`config.mk`:
```
export PLATFORM = sky130hd
export DESIGN_NAME = offset_base64_frame_encoder
export DESIGN_NICKNAME = d
export VERILOG_FILES = /design/src/sv/ofb64_pkg.sv /design/src/sv/ofb64_front.sv /design/src/sv/ofb64_queue.sv /design/src/sv/ofb64_back.sv /design/src/sv/offset_base64_frame_encoder.sv
export SDC_FILE = /design/constraint.sdc
export NUM_CORES = 1
export LEC_CHECK = 0
export BUFFER_PORTS_ARGS = -buffer_cell sky130_fd_sc_hd__buf_2
export CORE_MARGIN = 2
export CORE_UTILIZATION = 40
export DETAILED_ROUTE_END_ITERATION = 10
export GPL_ROUTABILITY_DRIVEN = 1
export PLACE_DENSITY = 0.62
export SKIP_LAST_GASP = 1
export SYNTH_ARGS = -nofsm -noshare
export SYNTH_HDL_FRONTEND = slang
export SYNTH_HIERARCHICAL = 1
export SYNTH_SLANG_ARGS = --single-unit
```
`constraint.sdc`:
```
create_clock -name clock -period 3.5 [get_ports clock]
set_input_delay 0.35 -clock clock [delete_from_list [all_inputs] [get_ports clock]]
set_output_delay 0.35 -clock clock [all_outputs]
set_load 0.03 [all_outputs]
```
`src/sv/ofb64_pkg.sv`:
```
// ----------------------------------------------------------------------------
// ofb64_pkg
// Shared types and constants of the offset base64 frame encoder: command
// codes, frame characters and the job record passed from front to back.
// ----------------------------------------------------------------------------
package ofb64_pkg;

   // Input command codes
   localparam logic [1:0] CMD_BEGIN   = 2'd0;
   localparam logic [1:0] CMD_PAYLOAD = 2'd1;
   localparam logic [1:0] CMD_FINISH  = 2'd2;

   // Frame characters
   localparam logic [7:0] CHAR_OFFSET = 8'h3D;  // '='
   localparam logic [7:0] CHAR_START  = 8'h23;  // '#'
   localparam logic [7:0] CHAR_CR     = 8'h0D;

   // Character index inside one job; finish without a group starts at four
   typedef logic [2:0] step_type;
   localparam step_type STEP_BEGIN_LAST  = 3'd2;
   localparam step_type STEP_GROUP_LAST  = 3'd3;
   localparam step_type STEP_SUM_HIGH    = 3'd4;
   localparam step_type STEP_SUM_LOW     = 3'd5;
   localparam step_type STEP_FINISH_LAST = 3'd6;

   typedef logic [11:0] sum_type;

   typedef enum logic [1:0] {
      JOB_BEGIN,
      JOB_GROUP,
      JOB_FINISH
   } job_kind_type;

   // One unit of output work; begin carries the message type in byte_a
   typedef struct packed {
      job_kind_type kind;
      logic         with_group;
      logic [7:0]   byte_a;
      logic [7:0]   byte_b;
      logic [7:0]   byte_c;
   } job_type;

endpackage

```
`src/sv/ofb64_front.sv`:
```
// ----------------------------------------------------------------------------
// ofb64_front
// Request side: accepts requests, gathers payload bytes into groups of
// three and pushes begin, group and finish jobs into the job queue.
// ----------------------------------------------------------------------------
module ofb64_front (
   input  logic             clock,
   input  logic             reset,
   input  logic             req_valid,
   output logic             req_ready,
   input  logic [1:0]       req_command,
   input  logic [7:0]       req_message_type,
   input  logic [7:0]       req_data_byte,
   input  logic             queue_full,
   output logic             push_valid,
   output ofb64_pkg::job_type push_job
);

   logic [1:0] group_pos_ff;
   logic [1:0] group_pos_in;
   logic [7:0] held_first_ff;
   logic [7:0] held_first_in;
   logic [7:0] held_second_ff;
   logic [7:0] held_second_in;
   logic       accept;

   assign req_ready = !queue_full;
   assign accept    = req_valid && req_ready;

   // Classify the request and build its job
   always_comb begin
      push_valid          = 1'b0;
      push_job.kind       = ofb64_pkg::JOB_GROUP;
      push_job.with_group = 1'b1;
      push_job.byte_a     = held_first_ff;
      push_job.byte_b     = held_second_ff;
      push_job.byte_c     = req_data_byte;
      group_pos_in        = group_pos_ff;
      held_first_in       = held_first_ff;
      held_second_in      = held_second_ff;
      if (accept) begin
         unique case (req_command)
            ofb64_pkg::CMD_BEGIN: begin
               push_valid      = 1'b1;
               push_job.kind   = ofb64_pkg::JOB_BEGIN;
               push_job.byte_a = req_message_type;
               group_pos_in    = 2'd0;
            end
            ofb64_pkg::CMD_PAYLOAD: begin
               priority if (group_pos_ff == 2'd0) begin
                  held_first_in = req_data_byte;
                  group_pos_in  = 2'd1;
               end else if (group_pos_ff == 2'd1) begin
                  held_second_in = req_data_byte;
                  group_pos_in   = 2'd2;
               end else begin
                  push_valid   = 1'b1;
                  group_pos_in = 2'd0;
               end
            end
            ofb64_pkg::CMD_FINISH: begin
               push_valid          = 1'b1;
               push_job.kind       = ofb64_pkg::JOB_FINISH;
               push_job.with_group = (group_pos_ff != 2'd0);
               push_job.byte_b     = (group_pos_ff == 2'd2) ? held_second_ff : 8'd0;
               push_job.byte_c     = 8'd0;
               group_pos_in        = 2'd0;
            end
            default: begin
               // unused command: drop it
               push_valid = 1'b0;
            end
         endcase
      end
   end

   // Hold the open group
   always_ff @(posedge clock) begin
      if (reset) begin
         group_pos_ff <= 2'd0;
      end else begin
         group_pos_ff <= group_pos_in;
      end
      held_first_ff  <= held_first_in;
      held_second_ff <= held_second_in;
   end

endmodule

```
`src/sv/ofb64_queue.sv`:
```
// ----------------------------------------------------------------------------
// ofb64_queue
// Short job queue between the request side and the character sequencer.
// Head is shown combinationally; DEPTH must be 2 or more (not checked here).
// ----------------------------------------------------------------------------
module ofb64_queue #(
   parameter int DEPTH = 2
) (
   input  logic               clock,
   input  logic               reset,
   input  logic               push_valid,
   input  ofb64_pkg::job_type push_job,
   output logic               full,
   input  logic               pop,
   output logic               head_valid,
   output ofb64_pkg::job_type head_job
);

   localparam int PTR_W   = $clog2(DEPTH);
   localparam int COUNT_W = $clog2(DEPTH + 1);

   ofb64_pkg::job_type slots_ff [DEPTH];
   logic [PTR_W-1:0]   wr_ptr_ff;
   logic [PTR_W-1:0]   wr_ptr_in;
   logic [PTR_W-1:0]   rd_ptr_ff;
   logic [PTR_W-1:0]   rd_ptr_in;
   logic [COUNT_W-1:0] count_ff;
   logic [COUNT_W-1:0] count_in;

   assign full       = (count_ff == COUNT_W'(DEPTH));
   assign head_valid = (count_ff != '0);
   assign head_job   = slots_ff[rd_ptr_ff];

   // Advance pointers and fill count
   always_comb begin
      wr_ptr_in = wr_ptr_ff;
      rd_ptr_in = rd_ptr_ff;
      count_in  = count_ff;
      if (push_valid) begin
         wr_ptr_in = (wr_ptr_ff == PTR_W'(DEPTH - 1)) ? '0 : wr_ptr_ff + 1'b1;
      end
      if (pop) begin
         rd_ptr_in = (rd_ptr_ff == PTR_W'(DEPTH - 1)) ? '0 : rd_ptr_ff + 1'b1;
      end
      if (push_valid && !pop) begin
         count_in = count_ff + 1'b1;
      end else if (pop && !push_valid) begin
         count_in = count_ff - 1'b1;
      end
   end

   always_ff @(posedge clock) begin
      if (reset) begin
         wr_ptr_ff <= '0;
         rd_ptr_ff <= '0;
         count_ff  <= '0;
      end else begin
         wr_ptr_ff <= wr_ptr_in;
         rd_ptr_ff <= rd_ptr_in;
         count_ff  <= count_in;
      end
   end

   // Store pushed jobs
   always_ff @(posedge clock) begin
      if (push_valid) begin
         slots_ff[wr_ptr_ff] <= push_job;
      end
   end

   a_no_overflow: assert property (@(posedge clock) disable iff (reset)
      push_valid && !pop |-> !full)
      else $error("job pushed into a full queue");

   a_count_in_range: assert property (@(posedge clock) disable iff (reset)
      (count_ff <= COUNT_W'(DEPTH)) && (!pop || head_valid))
      else $error("queue count out of range or pop while empty");

endmodule

```
`src/sv/ofb64_back.sv`:
```
// ----------------------------------------------------------------------------
// ofb64_back
// Character sequencer: walks the head job one character per cycle unless
// stalled, keeps the running checksum and drives the response output register.
// ----------------------------------------------------------------------------
module ofb64_back (
   input  logic               clock,
   input  logic               reset,
   input  logic [7:0]         node_address,
   input  logic               head_valid,
   input  ofb64_pkg::job_type head_job,
   output logic               pop,
   output logic               rsp_valid,
   input  logic               rsp_ready,
   output logic [7:0]         rsp_frame_char,
   output logic               rsp_run_last
);

   ofb64_pkg::step_type step_ff;
   ofb64_pkg::step_type step_in;
   ofb64_pkg::step_type eff_step;
   ofb64_pkg::sum_type  sum_ff;
   ofb64_pkg::sum_type  sum_in;
   ofb64_pkg::sum_type  sum_base;
   logic                rsp_valid_ff;
   logic                rsp_valid_in;
   logic [7:0]          rsp_char_ff;
   logic                rsp_last_ff;
   logic                load;
   logic [7:0]          next_char;
   logic                next_last;
   logic                add_to_sum;
   logic                clear_sum;

   // One six-bit piece of a three-byte group, offset into printable range
   function automatic logic [7:0] piece_char(input logic [7:0] a, input logic [7:0] b,
                                             input logic [7:0] c, input logic [1:0] idx);
      logic [5:0] piece;
      unique case (idx)
         2'd0:    piece = a[7:2];
         2'd1:    piece = {a[1:0], b[7:4]};
         2'd2:    piece = {b[3:0], c[7:6]};
         default: piece = c[5:0];
      endcase
      return {2'b00, piece} + ofb64_pkg::CHAR_OFFSET;
   endfunction

   assign load = head_valid && (!rsp_valid_ff || rsp_ready);
   assign pop  = load && next_last;

   // Finish without a group skips the four group characters
   assign eff_step = (head_job.kind == ofb64_pkg::JOB_FINISH && !head_job.with_group)
                     ? step_ff + 3'd4 : step_ff;

   // Select the next character
   always_comb begin
      next_char  = piece_char(head_job.byte_a, head_job.byte_b, head_job.byte_c,
                              eff_step[1:0]);
      next_last  = 1'b0;
      add_to_sum = 1'b1;
      clear_sum  = 1'b0;
      sum_base   = sum_ff;
      unique case (head_job.kind)
         ofb64_pkg::JOB_BEGIN: begin
            next_last = (step_ff == ofb64_pkg::STEP_BEGIN_LAST);
            if (step_ff == 3'd0) begin
               next_char = ofb64_pkg::CHAR_START;
               sum_base  = '0;
            end else if (step_ff == 3'd1) begin
               next_char = node_address;
            end else begin
               next_char = head_job.byte_a;
            end
         end
         ofb64_pkg::JOB_GROUP: begin
            next_last = (step_ff == ofb64_pkg::STEP_GROUP_LAST);
         end
         ofb64_pkg::JOB_FINISH: begin
            priority if (eff_step == ofb64_pkg::STEP_SUM_HIGH) begin
               next_char  = {2'b00, sum_ff[11:6]} + ofb64_pkg::CHAR_OFFSET;
               add_to_sum = 1'b0;
            end else if (eff_step == ofb64_pkg::STEP_SUM_LOW) begin
               next_char  = {2'b00, sum_ff[5:0]} + ofb64_pkg::CHAR_OFFSET;
               add_to_sum = 1'b0;
            end else if (eff_step == ofb64_pkg::STEP_FINISH_LAST) begin
               next_char  = ofb64_pkg::CHAR_CR;
               next_last  = 1'b1;
               add_to_sum = 1'b0;
               clear_sum  = 1'b1;
            end else begin
               add_to_sum = 1'b1;
            end
         end
         default: begin
            next_last = 1'b1;
         end
      endcase
   end

   // Advance step and checksum
   always_comb begin
      step_in = step_ff;
      sum_in  = sum_ff;
      if (load) begin
         step_in = next_last ? '0 : step_ff + 1'b1;
         if (clear_sum) begin
            sum_in = '0;
         end else if (add_to_sum) begin
            sum_in = sum_base + {4'd0, next_char};
         end
      end
   end

   // Drop valid once taken, reload on a new character
   always_comb begin
      rsp_valid_in = rsp_valid_ff;
      if (load) begin
         rsp_valid_in = 1'b1;
      end else if (rsp_ready) begin
         rsp_valid_in = 1'b0;
      end
   end

   always_ff @(posedge clock) begin
      if (reset) begin
         step_ff      <= '0;
         sum_ff       <= '0;
         rsp_valid_ff <= 1'b0;
      end else begin
         step_ff      <= step_in;
         sum_ff       <= sum_in;
         rsp_valid_ff <= rsp_valid_in;
      end
      if (load) begin
         rsp_char_ff <= next_char;
         rsp_last_ff <= next_last;
      end
   end

   assign rsp_valid      = rsp_valid_ff;
   assign rsp_frame_char = rsp_char_ff;
   assign rsp_run_last   = rsp_last_ff;

   a_step_in_range: assert property (@(posedge clock) disable iff (reset)
      step_ff <= ofb64_pkg::STEP_FINISH_LAST)
      else $error("character step beyond end of job");

   a_cr_clears_sum: assert property (@(posedge clock) disable iff (reset)
      load && clear_sum |=> sum_ff == '0 && rsp_frame_char == ofb64_pkg::CHAR_CR
                             && rsp_run_last && step_ff == '0)
      else $error("carriage return did not close the frame");

endmodule

```
`src/sv/offset_base64_frame_encoder.sv`:
```
// ----------------------------------------------------------------------------
// offset_base64_frame_encoder
// Text frame encoder: begin, payload and finish requests in, one frame
// character per response out, with a sum checksum before the CR.
// ----------------------------------------------------------------------------
// Usage:
//   Requests (req_*) carry a command: begin frame, payload byte or finish.
//   Responses (rsp_*) carry one character each; rsp_run_last marks the last
//   character produced by a request. csr_write_enable/csr_write_data set the
//   node address; the user writes it only while the block is idle (not enforced).
//   A request is taken when req_valid and req_ready are high; its job, if it
//   makes one, goes to a job queue of QUEUE_DEPTH entries, and the sequencer
//   loads each character of the head job into the output register.
//   The sequencer sends one character per cycle while it has a job and the
//   output does not stall: begin gives 3 characters, a payload byte closing a
//   group of three gives 4, finish gives 3 or 7; other payload bytes and unused
//   commands produce nothing and are taken back to back while the queue has
//   room. The output character rate sets the sustained throughput: 4 characters per 3 payload bytes.
//   Reset clears the queue, the open group and the checksum, drops
//   rsp_valid and sets the node address to 97.
//   When the receiver stalls the output register holds, the queue fills
//   and req_ready drops once it is full.
// ----------------------------------------------------------------------------
module offset_base64_frame_encoder #(
   parameter int QUEUE_DEPTH = 2
) (
   input  logic       clock,
   input  logic       reset,
   input  logic       req_valid,
   output logic       req_ready,
   input  logic [1:0] req_command,
   input  logic [7:0] req_message_type,
   input  logic [7:0] req_data_byte,
   output logic       rsp_valid,
   input  logic       rsp_ready,
   output logic [7:0] rsp_frame_char,
   output logic       rsp_run_last,
   input  logic       csr_write_enable,
   input  logic [7:0] csr_write_data
);

   localparam logic [7:0] NODE_ADDRESS_RESET = 8'd97;

   logic [7:0]         node_address_ff;
   logic [7:0]         node_address_in;
   logic               queue_full;
   logic               push_valid;
   ofb64_pkg::job_type push_job;
   logic               head_valid;
   ofb64_pkg::job_type head_job;
   logic               pop;

   // Node address register
   assign node_address_in = csr_write_enable ? csr_write_data : node_address_ff;

   always_ff @(posedge clock) begin
      if (reset) begin
         node_address_ff <= NODE_ADDRESS_RESET;
      end else begin
         node_address_ff <= node_address_in;
      end
   end

   ofb64_front u_front (
      .clock            (clock),
      .reset            (reset),
      .req_valid        (req_valid),
      .req_ready        (req_ready),
      .req_command      (req_command),
      .req_message_type (req_message_type),
      .req_data_byte    (req_data_byte),
      .queue_full       (queue_full),
      .push_valid       (push_valid),
      .push_job         (push_job)
   );

   ofb64_queue #(
      .DEPTH (QUEUE_DEPTH)
   ) u_queue (
      .clock      (clock),
      .reset      (reset),
      .push_valid (push_valid),
      .push_job   (push_job),
      .full       (queue_full),
      .pop        (pop),
      .head_valid (head_valid),
      .head_job   (head_job)
   );

   ofb64_back u_back (
      .clock          (clock),
      .reset          (reset),
      .node_address   (node_address_ff),
      .head_valid     (head_valid),
      .head_job       (head_job),
      .pop            (pop),
      .rsp_valid      (rsp_valid),
      .rsp_ready      (rsp_ready),
      .rsp_frame_char (rsp_frame_char),
      .rsp_run_last   (rsp_run_last)
   );

endmodule
```
======== Word level (Yosys, flattened, before mapping) ========
Memory sizes are Yosys's and may differ from the RTL's. A register that Yosys moved wholly into a read port is not among the register bits.
Cells that the tools add are included.
cells by class
  $add $sub $neg .......................... 10
  eq/ne operators ......................... 15
  multiplexer cells ....................... 45
  bitwise logic cells ..................... 1
  reductions and logical operators ........ 28
operator list
  operator                                              count
  two-way mux 8 bit                                     7
  two-way mux 12 bit                                    4
  two-way mux 27 bit                                    1
  adder 6 x 6 -> 7 bit (second input constant)          3
  two-way mux 1 bit                                     20
  one-hot mux 6 bit (3 select lines)                    1
  two-way mux 16 bit                                    1
  one-hot mux 8 bit (2 select lines)                    1
  adder 12 x 8 -> 12 bit                                1
  nonzero test 2 bit                                    6
  equality test 2 bit (second input constant)           5
  equality test 3 bit (second input constant)           3
  equality test 2 x 1 -> 1 bit (second input constant)  4
  logical NOT 2 bit                                     4
  two-way mux 2 bit                                     4
  one-hot mux 2 bit (2 select lines)                    2
  equality test 3 x 2 -> 1 bit (second input constant)  2
  logical AND 1 bit                                     6
  two-way mux 3 bit                                     2
  logical NOT 1 bit                                     5
  AND reduction 2 bit                                   2
  AND reduction 4 bit                                   1
  adder 3 x 1 -> 3 bit (second input constant)          1
  adder 3 bit (second input constant)                   1
  other kinds (11)                                      12
storage, ports and cells
  register bits ........................... 55
  RAM bits ................................ 54
  output and inout port bits .............. 11
  memories ................................ 1
memory list
  name              words  bits a word  rd ports  clocked after memory_dff  write ports  line               source
  u_queue.slots_ff  2      27           1         1                         1            ofb64_queue.sv:22  ofb64_pkg::job_type slots_ff [DEPTH];

======== Logic depth before layout (Yosys ltp) ========
Gate-level depths: netlist of the first run.
  word-level depth ........................ 13
  mapped depth ............................ 16

======== By module ========
The synthesis of the first run kept the hierarchy.
by module, submodules not included
  module                       instances  cells an instance  area an instance (um^2)  sequential area each (um^2)
  ofb64_back                   1          280                2347.3                   590.6
  ofb64_queue                  1          106                2163.3                   1721.7
  ofb64_front                  1          64                 854.6                    520.5
  offset_base64_frame_encoder  1          26                 295.3                    160.2

======== Worst setup path before layout of the first run ========
No wires, ideal clock.
  kind .................................... register -> register
  from .................................... register (tool-made name)
  to ...................................... register u_back.sum_ff[10]
  library setup time ...................... 0.075 ns
  data arrival time ....................... 3.628 ns
  required time ........................... 3.425 ns
  setup slack ............................. -0.202 ns
  cell stages (with the launch flop) ...... 17
  buffers on the path ..................... 3
  period minus slack after synthesis ...... 3.702 ns
  cells stage by stage .................... dfxtp_1 buf_2 buf_6 mux2_2 nor3b_2 xnor2_1 clkbuf_1 nand3_1 o211ai_1 a32oi_1 ha_1 fa_1 a211oi_1 o21ai_0 a21oi_1 o211ai_1 a31oi_1
RTL lines
  element               line               source
  to (signal assigned)  ofb64_back.sv:131  sum_ff <= sum_in;
  to (decl)             ofb64_back.sv:22   ofb64_pkg::sum_type sum_ff;

==> flow_metrics.env, run 1 <==
export IMPL_cts_buffer_depth=2
export IMPL_ys_warn_count=6
export IMPL_io_pins=42
export IMPL_numCtsBuffers=9
export IMPL_cp_required_ns=3.78
export IMPL_drc=0
export IMPL_synth_cells=476
export IMPL_relSlewSlack_pct=51.4
export IMPL_grt_max_degree=31
export IMPL_fin_nets=627
export IMPL_hold_violations=0
export IMPL_vias=4136
export IMPL_crit_path_end_kind="flop"
export IMPL_place_congestion=0.890
export IMPL_status="finished, violations left"
export IMPL_fin_skew_ns=0.00868
export IMPL_power_density_nw_per_um2=787
export IMPL_fin_crit_sh_pct=102
export IMPL_grt_usage_pct=18.3
export IMPL_hold_path_class="in -> reg"
export IMPL_final_cells=764
export IMPL_drive_gt1_share_pct=37.2
export IMPL_worst_path_largest_cell_delay_ns=0.42
export IMPL_arrival_ns=3.85
export IMPL_crit_path_cell_trace="buf_12 > buf_6 > mux2_4 > a222oi_1 > a22oi_1 > buf_4 > nor3_4 > xnor2_1 > o22ai_2 > ha_4 > o21a_1 > o21a_2 > a21oi_2 > buf_4 > nand3_1 > a31oi_1"
export IMPL_grt_setup_unrepaired="yes"
export IMPL_period_minus_slack_ns=3.57
export IMPL_routed_wl_mm=13.3
export IMPL_worst_setup_path_start_kind="flop"
export IMPL_hpwl_mm=9.46
export IMPL_synth_seq_area_share_pct=52.9
export IMPL_clk_pin_slew_worst_paths_ns=0.07
export IMPL_synth_edff_count=79
export IMPL_synth_seq_cells=110
export IMPL_drt_iter0_drc=254
export IMPL_placed_cells=728
export IMPL_h_tree_depth=3
export IMPL_fp_coreArea_sq_um=13800
export IMPL_violations="setup timing"
export IMPL_drtAntennaViolNets=0
export IMPL_grt_pass1_wl_mm=21.0
export IMPL_grt_overflow=0
export IMPL_grt_pass1_vias=4133
export IMPL_rows=43
export IMPL_fp_dieH_um=123
export IMPL_timing_final_ws_setup_ns=-0.0677
export IMPL_dieArea_sq_um=15100
export IMPL_die_w_um=123
export IMPL_area_delta_synth_final_pct=25.1
export IMPL_ir_drop_uv=373
export IMPL_drv_cap=0
export IMPL_async_flop_share_pct=0
export IMPL_setup_viol=6
export IMPL_start_util_pct=40.9
export IMPL_cts_tree="built"
export IMPL_synth_nets=524
export IMPL_slowest_stage="a222oi_1"
export IMPL_clkSinkCount=110
export IMPL_tightestPinTransition_ns=0.727
export IMPL_worstSkewPairLatency_ns=0.36
export IMPL_tns_ns=-0.283
export IMPL_path_common_cell="buf_4"
export IMPL_viasPerCell=5.41
export IMPL_critical_path_top_delay_family="compound AO/OA/AOI/OAI gates"
export IMPL_fmax_ghz=0.280
export IMPL_cp_max_fo=8
export IMPL_cts_root_buf="clkbuf_16"
export IMPL_diodes=0
export IMPL_synth_flop_cell="edfxtp_1"
export IMPL_p_leak_nw=2.66
export IMPL_path_class="reg -> reg"
export IMPL_yosysUniqueCellTypes=63
export IMPL_drv_slew=0
export IMPL_path_buf_inv=4
export IMPL_port_buffers=41
export IMPL_netlist_area_sq_um=5660
export IMPL_dr_pass1_iters=4
export IMPL_syn_area_per_cell_sq_um=11.9
export IMPL_routedWlPerCell_um=17.5
export IMPL_antenna_found_initial=0
final timing paths:
path / from / cells past startpoint / endpoint / slack (ns)
max reg2reg: flop / 16 / u_back/sum_ff[8] / -0.07
max: flop / 16 / u_back/sum_ff[8] / -0.07
min reg2reg: node_address_ff[3] / 2 / node_address_ff[3] / 0.51
min: req_data_byte[4] / 1 / u_front/held_first_ff[4] / 0.19
logic make-up after synthesis:
logic type               Yosys count  share of synthesized area, %
multiplexers                      49                          9.44
XOR/XNOR                          28                          4.33
AND/OR/NAND/NOR                  135                          13.5
adder cells (fa/ha/maj)           17                          3.89
AO/OA/AOI/OAI                    102                          12.8
flip-flops                       110                          52.9
buffers and inverters             35                          3.14
report_power, final:
part,switching (mW),internal [mW],total [mW]
sequential,0.0933,1.63,1.72
combinational,1.49,1.38,2.87
clock,0.489,0.498,0.987
Yosys cell counts (11+ instances only):
library cell  instances  share of area [%]
a21oi_1              26                2.3
and2_1               19                2.1
dfxtp_1              31                 11
edfxtp_1             79                 42
ha_1                 16                3.5
inv_1                13               0.86
mux2_2               35                7.0
mux2i_1              14                2.5
nand2_1              13               0.86
nor2_1               38                2.5
nor2b_1              13                1.4
o21ai_0              11               0.97
xnor2_1              19                2.9
repair_timing:
item / CTS / global route
hold buffers: 0 / 0
setup endpoints to repair: 9 / 8
resized for setup: 32 / 17
buffers inserted: 15 / 6
pin swaps: 33 / 21
routing by layer:
layer / track usage [%] / share of wire [%] / up-vias
met5: 0 / 0 / -
met4: 6.18 / 2.2 / 0
met3: 4.20 / 4.2 / 23
met2: 30.6 / 48 / 107
met1: 23.4 / 45 / 2019
li1: - / - / 1987
registers in the layout, summed over array words and instances, names as in the netlist, 2 cells and up, named ones only:
name	count
u_front/held_second_ff	8
u_queue/slots_ff	54
u_back/rsp_frame_char	8
u_queue/count_ff	2
u_front/group_pos_ff	2
u_front/held_first_ff	8
u_back/step_ff	3
node_address_ff	8
u_back/sum_ff	12
metrics by stage:
stage | instance area (sq um) | setup slack (ns) | power (mW) | util, % | hold slack [ns]
global route | 7080 | -0.239 | 5.90 | 51.2 | 0.174
detailed placement | 6380 | -0.302 | 4.08 | 46.1 | 0.495
finish | 7080 | -0.0677 | 5.57 | 51.2 | 0.192
CTS | 6920 | 0.000412 | 5.36 | 50.0 | 0.176
floorplan | 5670 | 0.00412 | 3.23 | - | 0.419
global placement | 6380 | -0.229 | 4.04 | 46.1 | 0.471
layout make-up:
| cell class | count | area [sq um] |
|---|---|---|
| clock buffer | 9 | 225 |
| clock inverter | 7 | 65.1 |
| fill | 1207 | 6750 |
| inverter | 13 | 48.8 |
| multi-input combinational | 331 | 2730 |
| sequential | 110 | 3000 |
| tap | 180 | 225 |
| timing repair buffer | 114 | 793 |
cells in the final DEF (no fill, tap or decap), types with 10 or more instances in the layout:
cell type,count
mux2_2,33
nor2_1,38
and2_1,19
a21oi_1,19
buf_2,41
mux2i_1,14
inv_1,13
dfxtp_1,30
nor2b_1,12
nand2_1,13
xnor2_1,18
ha_1,10
edfxtp_1,79
buf_4,68
worst reg2reg max path, cell delays in order (launching register included):
cell and delay [ns]:
dfxtp_4 0.36, buf_12 0.14, buf_6 0.11, mux2_4 0.28, a222oi_1 0.42, a22oi_1 0.20, buf_4 0.19, nor3_4 0.17
xnor2_1 0.11, o22ai_2 0.28, ha_4 0.25, o21a_1 0.18, o21a_2 0.23, a21oi_2 0.21, buf_4 0.14, nand3_1 0.06
a31oi_1 0.14
Power figures use the tool's default switching activity.
==> run 2: changes to the inputs <==
Settings changed: PLACE_DENSITY 0.62 to 0.6.
Clock period 3.5 ns to 4.5 ns, I/O delays scaled along.
==> flow_metrics.env, run 2 (synthesis gave the netlist of run 1 again) <==
export IMPL_fin_skew_ns=0.00790
export IMPL_port_buffers=41
export IMPL_start_util_pct=40.9
export IMPL_arrival_ns=4.43
export IMPL_cts_resized=0
export IMPL_fillers=1287
export IMPL_final_common_cell="edfxtp_1"
export IMPL_fp_dieH_um=123
export IMPL_grt_pass1_wl_mm=19.5
export IMPL_timing_final_ws_setup_ns=0.342
export IMPL_place_congestion=0.874
export IMPL_area_delta_synth_final_pct=11.8
export IMPL_relSlewSlack_pct=39.8
export IMPL_clk_pin_slew_worst_paths_ns=0.07
export IMPL_routed_wl_mm=12.3
export IMPL_cp_max_fo=24
export IMPL_dieArea_sq_um=15100
export IMPL_place_ws_ns=0.457
export IMPL_fin_nets=562
export IMPL_dr_pass1_iters=6
export IMPL_grt_setup_unrepaired="no"
export IMPL_path_common_cell="a21oi_1"
export IMPL_regMostFlops="u_queue/slots_ff"
export IMPL_drv_cap=0
export IMPL_cp_required_ns=4.77
export IMPL_utilization_pct=45.8
export IMPL_power_density_nw_per_um2=584
export IMPL_placed_cells=683
export IMPL_antenna_found_initial=0
export IMPL_ctsHoldBuffers=0
export IMPL_hold_path_class="in -> reg"
export IMPL_mostFrequentLayoutCells="edfxtp_1 (79), buf_2 (41), nor2_1 (38)"
export IMPL_postCtsSetupBuffers=0
export IMPL_viasPerCell=5.51
export IMPL_io_pins=42
export IMPL_vias=3849
export IMPL_slowest_stage="fa_1"
export IMPL_rows=43
export IMPL_fin_crit_sh_pct=92.4
export IMPL_drt_iter0_drc=262
export IMPL_hpwl_mm=8.88
export IMPL_hold_violations=0
export IMPL_h_tree_depth=3
export IMPL_placedInstanceArea_sq_um=6020
export IMPL_tns_ns=0
export IMPL_drc=0
export IMPL_drtAntennaViolNets=0
export IMPL_worst_setup_path_start_kind="flop"
export IMPL_numCtsBuffers=9
export IMPL_routedWlPerCell_um=17.6
export IMPL_reg_largest_list="u_queue/slots_ff x54, u_back/sum_ff x12"
export IMPL_worst_path_largest_cell_delay_ns=0.51
export IMPL_die_w_um=123
export IMPL_fp_coreArea_sq_um=13800
export IMPL_drive_gt1_share_pct=22.7
export IMPL_period_minus_slack_ns=4.16
export IMPL_status="finished, final reports clean"
export IMPL_crit_path_end_kind="flop"
export IMPL_tightestPinTransition_ns=0.897
export IMPL_fin_area_sq_um=6330
export IMPL_diodes=0
export IMPL_grt_usage_pct=17.1
export IMPL_path_class="reg -> reg"
export IMPL_clkSinkCount=110
export IMPL_cts_tree="built"
export IMPL_drv_slew=0
export IMPL_worst_hold_slack_ns=0.305
export IMPL_crit_path_cell_trace="buf_4 > mux2_2 > a222oi_1 > a21oi_1 > ha_1 > o221ai_1 > a21oi_1 > fa_1 > a211oi_1 > o21ai_0 > a21oi_1 > o211ai_1 > a31oi_1"
export IMPL_p_total_mw=3.69
export IMPL_ir_drop_uv=306
export IMPL_grt_max_degree=31
export IMPL_largest_reg_flops=54
export IMPL_cts_buffer_depth=2
export IMPL_worstSkewPairLatency_ns=0.35
export IMPL_grt_pass1_vias=3626
export IMPL_p_leak_nw=2.30
export IMPL_cts_root_buf="clkbuf_16"
export IMPL_final_cells=699
export IMPL_grt_overflow=0
export IMPL_fmax_ghz=0.241
export IMPL_setup_viol=0
[run 2: worst paths after layout]
check / startpoint / end / slack (ns) / cells past startpoint
hold / removal: req_data_byte[7] / u_front/held_first_ff[7] / 0.30 / 1
hold reg to reg: node_address_ff[7] / node_address_ff[7] / 0.50 / 2
setup reg to reg: flop / u_back/sum_ff[10] / 0.34 / 13
setup / recovery: flop / u_back/sum_ff[10] / 0.34 / 13
[run 2: report_power, final]
part | internal (mW) | total, mW | switching, mW
sequential | 1.26 | 1.34 | 0.0756
combinational | 0.603 | 1.55 | 0.943
clock | 0.442 | 0.808 | 0.367
[run 2: layout make-up]
| cell class | instances | area [sq um] | area share, % |
|---|---|---|---|
| Sequential cell | 110 | 2990 | 47.3 |
| Multi-Input combinational cell | 331 | 2490 | 39.4 |
| Timing Repair Buffer | 49 | 265 | 4.19 |
| Clock buffer | 10 | 229 | 3.62 |
| Tap cell | 180 | 225 | 3.56 |
| Clock inverter | 6 | 77.6 | 1.23 |
| Inverter | 13 | 48.8 | 0.771 |
[run 2: worst max-delay path, delay by kind of cell (launching register included)]
| kind | cells | cell delay (ns) |
|---|---|---|
| flops | 1 | 0.40 |
| fa+ha+maj | 2 | 0.85 |
| compound gates | 9 | 2.10 |
| mux | 1 | 0.39 |
| buf+inv | 1 | 0.34 |
[run 2: routing by layer]
metal	track usage [%]	part of all wire (%)
met4	3.66	0.65
met2	27.2	47
met1	23.7	47
met3	4.34	5.1
met5	0	0
==> run 3: changes to the inputs <==
Settings changed: CTS_BUF_LIST from default to sky130_fd_sc_hd__clkbuf_4.
==> flow_metrics.env, run 3 (synthesis gave the netlist of run 1 again) <==
export IMPL_status="finished, final reports clean"
export IMPL_power_density_nw_per_um2=549
export IMPL_drv_slew=0
export IMPL_dieArea_sq_um=15100
export IMPL_vias=3808
export IMPL_hold_path_class="in -> reg"
export IMPL_worst_hold_slack_ns=0.154
export IMPL_antenna_found_initial=1
export IMPL_worst_setup_path_start_kind="flop"
export IMPL_period_minus_slack_ns=4.15
export IMPL_viasPerCell=5.44
export IMPL_clk_pin_slew_worst_paths_ns=0.17
export IMPL_grt_max_degree=31
export IMPL_cts_root_buf="clkbuf_4"
export IMPL_area_delta_synth_final_pct=9.17
export IMPL_p_total_mw=3.39
export IMPL_tightestPinTransition_ns=0.862
export IMPL_largest_reg_flops=54
export IMPL_setup_viol=0
export IMPL_postCtsSetupBuffers=0
export IMPL_fin_crit_sh_pct=92.2
export IMPL_critical_path_top_delay_family="compound AO/OA/AOI/OAI gates"
export IMPL_path_class="reg -> reg"
export IMPL_grt_pass1_wl_mm=19.2
export IMPL_cts_tree="built"
export IMPL_clkSinkCount=110
export IMPL_grt_overflow=0
export IMPL_pwr_share_seq_pct=39.4
export IMPL_routed_wl_mm=12.2
export IMPL_drc=0
export IMPL_arrival_ns=4.56
export IMPL_h_tree_depth=3
export IMPL_io_pins=42
export IMPL_fmax_ghz=0.241
export IMPL_ir_drop_uv=242
export IMPL_grt_usage_pct=17.0
export IMPL_cts_resized=0
export IMPL_final_cells=700
export IMPL_clock_power_share_pct=15.1
export IMPL_dr_pass1_iters=5
export IMPL_drtAntennaViolNets=0
export IMPL_place_ws_ns=0.457
export IMPL_cp_max_fo=24
export IMPL_numCtsBuffers=9
export IMPL_timing_final_ws_setup_ns=0.349
export IMPL_fin_skew_ns=0.0181
export IMPL_fp_coreArea_sq_um=13800
export IMPL_path_buf_inv=1
export IMPL_die_w_um=123
export IMPL_p_leak_nw=2.23
export IMPL_reg_largest_list="u_queue/slots_ff x54, u_back/sum_ff x12"
export IMPL_start_util_pct=40.9
export IMPL_ctsHoldBuffers=0
export IMPL_grt_setup_unrepaired="no"
export IMPL_tns_ns=0
export IMPL_routedWlPerCell_um=17.4
export IMPL_worst_path_largest_cell_delay_ns=0.45
export IMPL_hold_violations=0
export IMPL_placed_cells=683
export IMPL_relSlewSlack_pct=42.1
export IMPL_p_sw_share_pct=39.6
export IMPL_cts_buffer_depth=2
export IMPL_place_congestion=0.874
export IMPL_hpwl_mm=8.88
export IMPL_regMostFlops="u_queue/slots_ff"
export IMPL_fin_nets=562
export IMPL_slowest_stage="a222oi_1"
export IMPL_power_switching_mw=1.34
export IMPL_grt_pass1_vias=3584
export IMPL_drt_iter0_drc=257
export IMPL_fillers=1303
export IMPL_port_buffers=41
export IMPL_r2r_slack_ns=0.35
export IMPL_drv_cap=0
export IMPL_fp_dieH_um=123
export IMPL_crit_path_end_kind="flop"
export IMPL_power_frac_comb_pct=45.4
export IMPL_cp_required_ns=4.91
export IMPL_worstSkewPairLatency_ns=0.49
export IMPL_crit_path_cell_trace="buf_4 > mux2_2 > a222oi_1 > a21oi_1 > ha_1 > xnor2_1 > o22ai_1 > o221ai_1 > ha_1 > a211oi_1 > o21ai_0 > a21oi_1 > o211ai_1 > a31oi_1"
export IMPL_mostFrequentLayoutCells="edfxtp_1 (79), buf_2 (41), nor2_1 (38)"
export IMPL_final_common_cell="edfxtp_1"
export IMPL_p_int_mw=2.05
export IMPL_rows=43
export IMPL_drive_gt1_share_pct=22.9
[run 3: layer usage]
layer / global-route usage [%] / part of all wire, %
met1: 23.5 / 48
met2: 26.7 / 47
met3: 4.47 / 4.3
met4: 3.88 / 0.50
met5: 0 / 0
[run 3: worst paths after layout]
check | startpoint | end | cells after the start
min reg2reg | u_queue/count_ff[1] | u_queue/count_ff[1] | 2
max reg2reg | flop | u_back/sum_ff[10] | 14
min | req_data_byte[1] | u_front/held_first_ff[1] | 1
max | flop | u_back/sum_ff[10] | 14
[run 3: power by group through the flow]
| stage | clock network [mW] | registers [mW] | logic [mW] |
|---|---|---|---|
| CTS | 0.541 | 1.34 | 1.54 |
| finish | 0.514 | 1.34 | 1.54 |
| detailed placement | 0 | 1.36 | 1.52 |
| global placement | 0 | 1.36 | 1.52 |
| floorplan | 0 | 1.44 | 1.07 |
| global route | 0.576 | 1.35 | 1.68 |
[run 3: layout make-up]
class / count / area (sq um) / area share (%)
clock inverters: 6 / 77.6 / 1.26
repair buffers: 49 / 265 / 4.29
inverters: 13 / 48.8 / 0.790
multi-input cells: 331 / 2490 / 40.3
diodes: 1 / 2.50 / 0.0405
well taps: 180 / 225 / 3.64
flip-flops and latches: 110 / 2990 / 48.4
clock buffers: 10 / 75.1 / 1.21
[run 3: worst register-to-register path, stage by stage, from the launching register on]
cell and delay [ns]:
dfxtp_1 0.42, buf_4 0.34, mux2_2 0.39, a222oi_1 0.45, a21oi_1 0.18, ha_1 0.25
xnor2_1 0.14, o22ai_1 0.16, o221ai_1 0.23, ha_1 0.41, a211oi_1 0.32, o21ai_0 0.13
a21oi_1 0.30, o211ai_1 0.16, a31oi_1 0.20
[run 3: through the flow]
step | util, % | instance area, sq um
2_1_floorplan | - | 5660
3_3_place_gp | 43.6 | 6020
3_5_place_dp | 43.6 | 6020
4_1_cts | 44.7 | 6180
5_1_grt | 44.7 | 6180
6_report | 44.7 | 6180
